`src/lcdts_pkg.sv`:
```
`default_nettype none
// ----------------------------------------------------------------------------
// lcdts_pkg: shared types and constants for the LCD line timing block
// Holds the mode codes, the timing constants and the structs that carry one
// tick, one result and the timing state between modules.
// ----------------------------------------------------------------------------
package lcdts_pkg;

	typedef enum logic [1:0] {
		MODE_HBLANK = 2'd0,
		MODE_VBLANK = 2'd1,
		MODE_OAM    = 2'd2,
		MODE_DRAW   = 2'd3
	} mode_t;

	localparam logic [8:0] DOT_STEP      = 9'd4;
	localparam logic [8:0] DOT_WRAP      = 9'd456;
	localparam logic [8:0] DOT_POWER_ON  = 9'd452;
	localparam logic [8:0] DOT_OAM       = 9'd4;
	localparam logic [8:0] DOT_DRAW      = 9'd84;
	localparam logic [8:0] DRAW_END_BASE = 9'd256;
	localparam logic [8:0] DRAW_END_MID  = 9'd260;
	localparam logic [8:0] DRAW_END_LONG = 9'd264;
	localparam logic [7:0] LINE_LAST     = 8'd153;
	localparam logic [7:0] LINE_VBLANK   = 8'd144;
	localparam logic [7:0] LINE_LAST_VIS = 8'd143;

	typedef struct packed {
		logic       display_enable;
		logic [2:0] fine_scroll_x;
		logic [7:0] compare_line;
		logic [7:0] window_top;
		logic [3:0] source_enables;
	} tick_t;

	typedef struct packed {
		logic       powered;
		logic [8:0] dot_count;
		logic [7:0] line_count;
		mode_t      mode;
		logic       match_flag;
		logic       forced_zero;
		logic [7:0] previous_line;
		logic       previous_signal;
		logic [7:0] window_latch;
	} timing_t;

	typedef struct packed {
		logic [7:0] line_number;
		logic [1:0] display_mode;
		logic       compare_match;
		logic       vblank_request;
		logic       status_request;
		logic       render_start;
		logic       frame_done;
		logic       frame_clear;
		logic       window_restart;
		logic [7:0] window_top_latched;
	} result_t;

endpackage
`default_nettype wire

```
`src/lcdts_step.sv`:
```
`default_nettype none
// ----------------------------------------------------------------------------
// lcdts_step: next-state and result logic for one tick
// Takes the current timing state and one tick, and gives the state after the
// tick together with the result that the tick produces.
// ----------------------------------------------------------------------------
module lcdts_step (
	input  var lcdts_pkg::timing_t cur,
	input  var lcdts_pkg::tick_t   tick,
	output lcdts_pkg::timing_t     nxt,
	output lcdts_pkg::result_t     res
);
	import lcdts_pkg::*;

	logic [8:0] draw_end;
	logic [8:0] dot_inc;

	// Approximate end of drawing, lengthened by the fine scroll.
	always_comb begin
		if (tick.fine_scroll_x == 3'd0) begin
			draw_end = DRAW_END_BASE;
		end else if (tick.fine_scroll_x <= 3'd4) begin
			draw_end = DRAW_END_MID;
		end else begin
			draw_end = DRAW_END_LONG;
		end
	end

	always_comb begin
		logic sig;
		logic vblank_req;
		logic render;
		logic done;
		logic clear;
		logic restart;
		nxt        = cur;
		sig        = 1'b0;
		vblank_req = 1'b0;
		render     = 1'b0;
		done       = 1'b0;
		clear      = 1'b0;
		restart    = 1'b0;
		dot_inc    = '0;

		if (tick.display_enable != cur.powered) begin
			nxt.powered = tick.display_enable;
			if (tick.display_enable) begin
				nxt.dot_count = DOT_POWER_ON;
				nxt.mode      = MODE_VBLANK;
			end else begin
				nxt.line_count      = '0;
				nxt.mode            = MODE_HBLANK;
				nxt.previous_signal = 1'b0;
				clear               = 1'b1;
			end
		end

		if (nxt.powered) begin
			dot_inc       = nxt.dot_count + DOT_STEP;
			nxt.dot_count = dot_inc;

			// Line 153 is held for a single tick before line 0.
			if (nxt.line_count == LINE_LAST) begin
				nxt.line_count = '0;
			end else if (nxt.dot_count == DOT_WRAP) begin
				nxt.dot_count = '0;
				if (nxt.line_count == 8'd0 && nxt.mode == MODE_VBLANK) begin
					nxt.mode         = MODE_HBLANK;
					nxt.window_latch = tick.window_top;
					restart          = 1'b1;
				end else begin
					nxt.line_count = nxt.line_count + 8'd1;
				end
			end

			// A line change forces the match low for one tick.
			if (nxt.forced_zero) begin
				nxt.match_flag  = (tick.compare_line == nxt.previous_line);
				nxt.forced_zero = 1'b0;
			end else if (nxt.line_count != nxt.previous_line) begin
				nxt.match_flag    = 1'b0;
				nxt.forced_zero   = 1'b1;
				nxt.previous_line = nxt.line_count;
			end else begin
				nxt.match_flag    = (tick.compare_line == nxt.line_count);
				nxt.previous_line = nxt.line_count;
			end

			if ((nxt.line_count == 8'd0 && nxt.mode != MODE_VBLANK) ||
			    (nxt.line_count >= 8'd1 && nxt.line_count <= LINE_LAST_VIS)) begin
				if (nxt.dot_count == DOT_OAM) begin
					nxt.mode = MODE_OAM;
				end else if (nxt.dot_count == DOT_DRAW) begin
					nxt.mode = MODE_DRAW;
					render   = 1'b1;
				end else if (nxt.dot_count == draw_end) begin
					nxt.mode = MODE_HBLANK;
				end
			end else if (nxt.line_count == LINE_VBLANK) begin
				if (nxt.dot_count == DOT_OAM) begin
					vblank_req = 1'b1;
					nxt.mode   = MODE_VBLANK;
					sig        = tick.source_enables[2];
					done       = 1'b1;
				end
			end

			if (tick.source_enables[0] && nxt.mode == MODE_HBLANK) sig = 1'b1;
			if (tick.source_enables[1] && nxt.mode == MODE_VBLANK) sig = 1'b1;
			if (tick.source_enables[2] && nxt.mode == MODE_OAM) sig = 1'b1;
			if (tick.source_enables[3] && nxt.match_flag) sig = 1'b1;
			res.status_request  = sig && !nxt.previous_signal;
			nxt.previous_signal = sig;
		end else begin
			res.status_request = 1'b0;
		end

		res.line_number        = nxt.line_count;
		res.display_mode       = nxt.mode;
		res.compare_match      = nxt.match_flag;
		res.vblank_request     = vblank_req;
		res.render_start       = render;
		res.frame_done         = done;
		res.frame_clear        = clear;
		res.window_restart     = restart;
		res.window_top_latched = nxt.window_latch;
	end

endmodule
`default_nettype wire

```
`src/lcd_line_timing_stat_irq_top.sv`:
```
`default_nettype none
// ----------------------------------------------------------------------------
// lcd_line_timing_stat_irq_top: LCD scanline timing and status interrupts
// Every input transfer is one machine-cycle tick carrying the display enable,
// fine scroll, line compare value, window Y and interrupt source enables.
// Every tick yields exactly one result transfer: the line number, mode and
// compare flag as held after the tick, the interrupt and frame pulses, and
// the window Y latched for the current frame.
// An input transfer is first captured in the input register; the timing
// state and the result register then update together when the tick advances.
// Throughput is one tick per cycle while the receiver takes results, set by
// the single pass of next-state logic between the input and result registers.
// When the receiver stalls, the result register holds; the input register
// still takes one more tick, after which in_ready drops until the result
// is taken. No tick is lost or repeated.
// Reset clears the timing state to display off, line 0, mode 0, and empties
// both registers.
// ----------------------------------------------------------------------------
module lcd_line_timing_stat_irq_top (
	input  wire        clk,
	input  wire        arst_n,
	input  wire        in_valid,
	output logic       in_ready,
	input  wire        display_enable,
	input  wire  [2:0] fine_scroll_x,
	input  wire  [7:0] compare_line,
	input  wire  [7:0] window_top,
	input  wire  [3:0] source_enables,
	output logic       out_valid,
	input  wire        out_ready,
	output logic [7:0] line_number,
	output logic [1:0] display_mode,
	output logic       compare_match,
	output logic       vblank_request,
	output logic       status_request,
	output logic       render_start,
	output logic       frame_done,
	output logic       frame_clear,
	output logic       window_restart,
	output logic [7:0] window_top_latched
);
	import lcdts_pkg::*;

	logic    valid_s1;
	tick_t   tick_s1;
	timing_t timing_q;
	timing_t timing_next;
	result_t res_next;
	result_t res_q;
	logic    advance;

	// The tick in the input register moves on whenever the result register
	// is empty or its contents are being transferred this cycle.
	assign advance  = valid_s1 && (!out_valid || out_ready);
	assign in_ready = !valid_s1 || advance;

	always_ff @(posedge clk or negedge arst_n) begin
		if (!arst_n) begin
			valid_s1 <= 1'b0;
		end else if (in_ready) begin
			valid_s1 <= in_valid;
		end
	end

	// The tick payload needs no reset; it is qualified by valid_s1.
	always_ff @(posedge clk) begin
		if (in_ready && in_valid) begin
			tick_s1 <= '{display_enable: display_enable,
			             fine_scroll_x:  fine_scroll_x,
			             compare_line:   compare_line,
			             window_top:     window_top,
			             source_enables: source_enables};
		end
	end

	lcdts_step u_step (
		.cur  (timing_q),
		.tick (tick_s1),
		.nxt  (timing_next),
		.res  (res_next)
	);

	// Timing state advances exactly once per tick, in tick order.
	always_ff @(posedge clk or negedge arst_n) begin
		if (!arst_n) begin
			timing_q <= '{powered: 1'b0, dot_count: '0, line_count: '0,
			              mode: MODE_HBLANK, match_flag: 1'b0, forced_zero: 1'b0,
			              previous_line: '0, previous_signal: 1'b0,
			              window_latch: '0};
		end else if (advance) begin
			timing_q <= timing_next;
		end
	end

	always_ff @(posedge clk or negedge arst_n) begin
		if (!arst_n) begin
			out_valid <= 1'b0;
		end else if (advance) begin
			out_valid <= 1'b1;
		end else if (out_ready) begin
			out_valid <= 1'b0;
		end
	end

	always_ff @(posedge clk) begin
		if (advance) begin
			res_q <= res_next;
		end
	end

	assign line_number        = res_q.line_number;
	assign display_mode       = res_q.display_mode;
	assign compare_match      = res_q.compare_match;
	assign vblank_request     = res_q.vblank_request;
	assign status_request     = res_q.status_request;
	assign render_start       = res_q.render_start;
	assign frame_done         = res_q.frame_done;
	assign frame_clear        = res_q.frame_clear;
	assign window_restart     = res_q.window_restart;
	assign window_top_latched = res_q.window_top_latched;

endmodule
`default_nettype wire
```
`config.mk`:
```
export PLATFORM = sky130hd
export DESIGN_NAME = lcd_line_timing_stat_irq_top
export DESIGN_NICKNAME = d
export VERILOG_FILES = /design/src/lcdts_pkg.sv /design/src/lcdts_step.sv /design/src/lcd_line_timing_stat_irq_top.sv
export SDC_FILE = /design/constraint.sdc
export NUM_CORES = 1
export LEC_CHECK = 0
export BUFFER_PORTS_ARGS = -buffer_cell sky130_fd_sc_hd__buf_2
export CAP_MARGIN = 10
export CORE_MARGIN = 8
export CORE_UTILIZATION = 60
export DETAILED_ROUTE_END_ITERATION = 7
export PLACE_DENSITY = 0.82
export SLEW_MARGIN = 10
export SYNTH_ARGS = -nofsm -noshare
export SYNTH_HDL_FRONTEND = slang
export SYNTH_HIERARCHICAL = 1
export SYNTH_SLANG_ARGS = --single-unit
export TNS_END_PERCENT = 30
```
`constraint.sdc`:
```
create_clock -name clk -period 5.57 [get_ports clk]
set_clock_uncertainty 0.15 [all_clocks]
set_input_delay 0 -clock clk [delete_from_list [all_inputs] [get_ports clk]]
set_output_delay 0 -clock clk [all_outputs]
set_load 0.01 [all_outputs]
```
==> results.json <==
{
  "hold_depth": 2,
  "pin_count": 55,
  "fin_cells": 626,
  "drt-initial-drc-count": 244,
  "wire_per_inst_um": 19.9,
  "portBuffers": 54,
  "crit_chain": "ha_1 -> or2_2 -> and2_1 -> inv_1 -> ha_1 -> nor4b_1 -> o2111ai_1 -> o31ai_1 -> o211ai_1 -> a311oi_1 -> nand2_1 -> o311ai_0 -> nand3_1 -> mux2_2 -> nand2_1 -> a31oi_1 -> mux2_4",
  "internal-power_w": 0.00175,
  "cts_max_path_buffers": 2,
  "ant_nets": 0,
  "hold_class": "in2reg",
  "ys_seq_area_frac": 0.471,
  "clock_power_share": 0.172,
  "avgSynthCellArea_um2": 11.6,
  "seqPwrFrac": 0.376,
  "synth.top_cell.area_share": 0.277,
  "overflow": 0,
  "placed_area_um2": 5450,
  "path_max_fanout": 14,
  "die_h_um": 110,
  "r2r_slack_ps": 420,
  "ys_warn_count": 6,
  "synth_area_leader_cell": "edfxtp_1",
  "vias_per_cell": 6.06,
  "cts_root_buf": "clkbuf_8",
  "place.gp.congestion": 0.904,
  "clk_pin_slew_ps": 90,
  "synthArstFlopShare": 0.456,
  "cts_tree": "built",
  "htree_levels": 3,
  "ys_types": 68,
  "maxSlewViolCount": 0,
  "p_sw_w": 0.00116,
  "ys.flop_type": "edfxtp_1",
  "switching_share": 0.398,
  "final_hold_viol_count": 0,
  "initial_utilization": 0.614,
  "leakage_nw": 2.49,
  "clock_latency_ps": 360,
  "timing.rr.start": "tick_s1[23]",
  "relSlewSlack": 0.210,
  "synth_edf_count": 49,
  "grt_pass1_vias": 3851,
  "core_area_um2": 8640,
  "ys_seq_elements": 90,
  "min_period_over_period": 0.925,
  "min_period_ps": 5150,
  "finalSetupViolations": 0,
  "crit_type": "reg2reg",
  "drt_wl_total_um": 12500,
  "antenna_found_initial": 0,
  "slowest_delay_ps": 520,
  "grt_pass1_wl_um": 19700,
  "syn_area_um2": 5300,
  "setup_tns_ps": 0,
  "reg2reg_to": "timing_q[8]",
  "outcome": "finished clean",
  "final_area_um2": 5960,
  "num_rows": 34,
  "n_antenna_cell": 0,
  "num-nets-final": 548,
  "maxCapViolCount": 0,
  "dp_cells": 582,
  "hp-start": "source_enables[1]",
  "numCtsBuffers": 9,
  "grt_max_degree": 42,
  "die_area_um2": 12100,
  "drive_gt1_frac": 0.278,
  "end_kind": "flip-flop",
  "ir_drop_v": 0.000284,
  "clock-sinks": 90,
  "syn_nets": 493,
  "drc": 0,
  "r2r.worst_path.cells": 17,
  "seq_area_um2": 2500,
  "fmax_mhz": 194,
  "power.density_cell_area_nw_per_um2": 488,
  "syn_inst": 458,
  "yosys-top-cells-area": "edfxtp_1 28%, dfrtp_1 19%, mux2_4 11%",
  "power_frac_comb": 0.452,
  "min_to": "tick_s1[1]",
  "worstPathArrival_ps": 5250,
  "num-fill-cells": 632,
  "vias": 3794,
  "required_ps": 5670,
  "multi_input_area_um2": 2500,
  "hpwl_um": 8340,
  "cpMaxStageDelayCell": "edfxtp_1",
  "grt_usage": 0.213,
  "grt_setup_unrepaired": "false",
  "crit_path_start_kind": "flip-flop",
  "die_w_um": 110,
  "firstDrtPassIters": 4,
  "tightest_slew_ps": 1180,
  "area_delta_synth_final_pct": 12.4
}
timing repair:
action                                 4_1_cts  5_1_grt
hold buffers                                28        0
resized for setup                            0        1
setup endpoints to repair                    0        1
setup buffers                                0        0
endpoints found under the hold margin       67        0
final cells by class:
class | instances | share of cell area
Tap cell | 108 | 0.0227
Inverter | 7 | 0.00441
Clock inverter | 7 | 0.0170
Multi-Input combinational cell | 319 | 0.419
Sequential cell | 90 | 0.419
Clock buffer | 9 | 0.0208
Timing Repair Buffer | 86 | 0.0974
through the flow:
step	utilization	setup slack, ps	hold slack (ps)	power [W]
floorplan	-	1200	-446	0.00216
global placement	0.632	753	27.1	0.00232
detailed placement	0.632	504	28.2	0.00237
CTS	0.690	502	172	0.00289
global route	0.690	86.5	178	0.00307
finish	0.690	418	192	0.00291
layout by cell type, fill, tap and decap left out, drive strengths merged, types with 12 or more instances in the layout:
cell         instances
dlygate4sd3         28
xnor2               20
o21ai               21
nand2               31
xor2                14
a21oi               22
nor2                31
dfrtp               41
mux2                53
edfxtp              49
nand3               14
nor3                12
buf                 58
how the worst max path moves through the flow:
stage          cells after the start        start          end  slack [ps]
6_report                          17  tick_s1[23]  timing_q[8]         420
5_1_grt                           16  tick_s1[23]  timing_q[8]          90
4_1_cts                           16  tick_s1[23]  timing_q[8]         500
3_5_place_dp                      16  tick_s1[23]  timing_q[8]         500
3_3_place_gp                      16  tick_s1[23]  timing_q[8]         750
2_1_floorplan                     18  tick_s1[23]  timing_q[8]        1200
layer usage:
metal / share of wire / global-route usage / vias up
li1: - / - / 1767
met4: 0.024 / 0.0762 / 0
met1: 0.43 / 0.267 / 1859
met5: 0 / 0 / -
met2: 0.50 / 0.354 / 142
met3: 0.053 / 0.0483 / 26
synth_stat cells (all sizes together) (3+ instances only):
library cell  instances
clkbuf               11
ha                    7
a21oi                22
and2                 10
o21ai                21
nand2                31
nor3                 12
o2111ai               4
o211ai                3
inv                   6
mux2i                 5
a31oi                 4
and3                  7
buf                  31
xnor2                20
or3                   4
edfxtp               49
nand4                 7
dfrtp                41
mux2                 53
nand2b                5
xor2                 14
nand3                14
o31ai                 3
nor3b                 3
nor2                 31
a211oi                3
critical path: cells and delay by family (launching register included):
family	cells	cell delay (ps)
buffers and inverters	1	130
AOI/OAI and AO/OA	6	1660
and+or+nand+nor	6	1430
DFF	1	520
muxes	2	590
adders and majority gates	2	570
state kept, by name, summed over array words and instances (netlist names):
name and flops:
display_mode 2, status_request 1, timing_q 39, window_top_latched 8
tick_s1 24, valid_s1 1, frame_clear 1, frame_done 1
out_valid 1, render_start 1, line_number 8, window_restart 1
compare_match 1, vblank_request 1
logic make-up after synthesis:
kind of cell               after synthesis  share of synthesized area
adders and majority gates                7                     0.0165
DFF                                     90                      0.471
buffers and inverters                   49                     0.0585
and+or+nand+nor                        137                      0.139
xor gates and xnor gates                34                     0.0562
AOI/OAI and AO/OA                       83                      0.107
muxes                                   58                      0.152
power groups by stage:
stage	Clock, W	Sequential [W]	Combinational, W
6_report	0.000501	0.00109	0.00131
5_1_grt	0.000536	0.00111	0.00143
4_1_cts	0.000510	0.00109	0.00130
3_5_place_dp	0	0.00110	0.00127
3_3_place_gp	0	0.00109	0.00123
2_1_floorplan	0	0.00104	0.00111
Power figures use the tool's default switching activity.
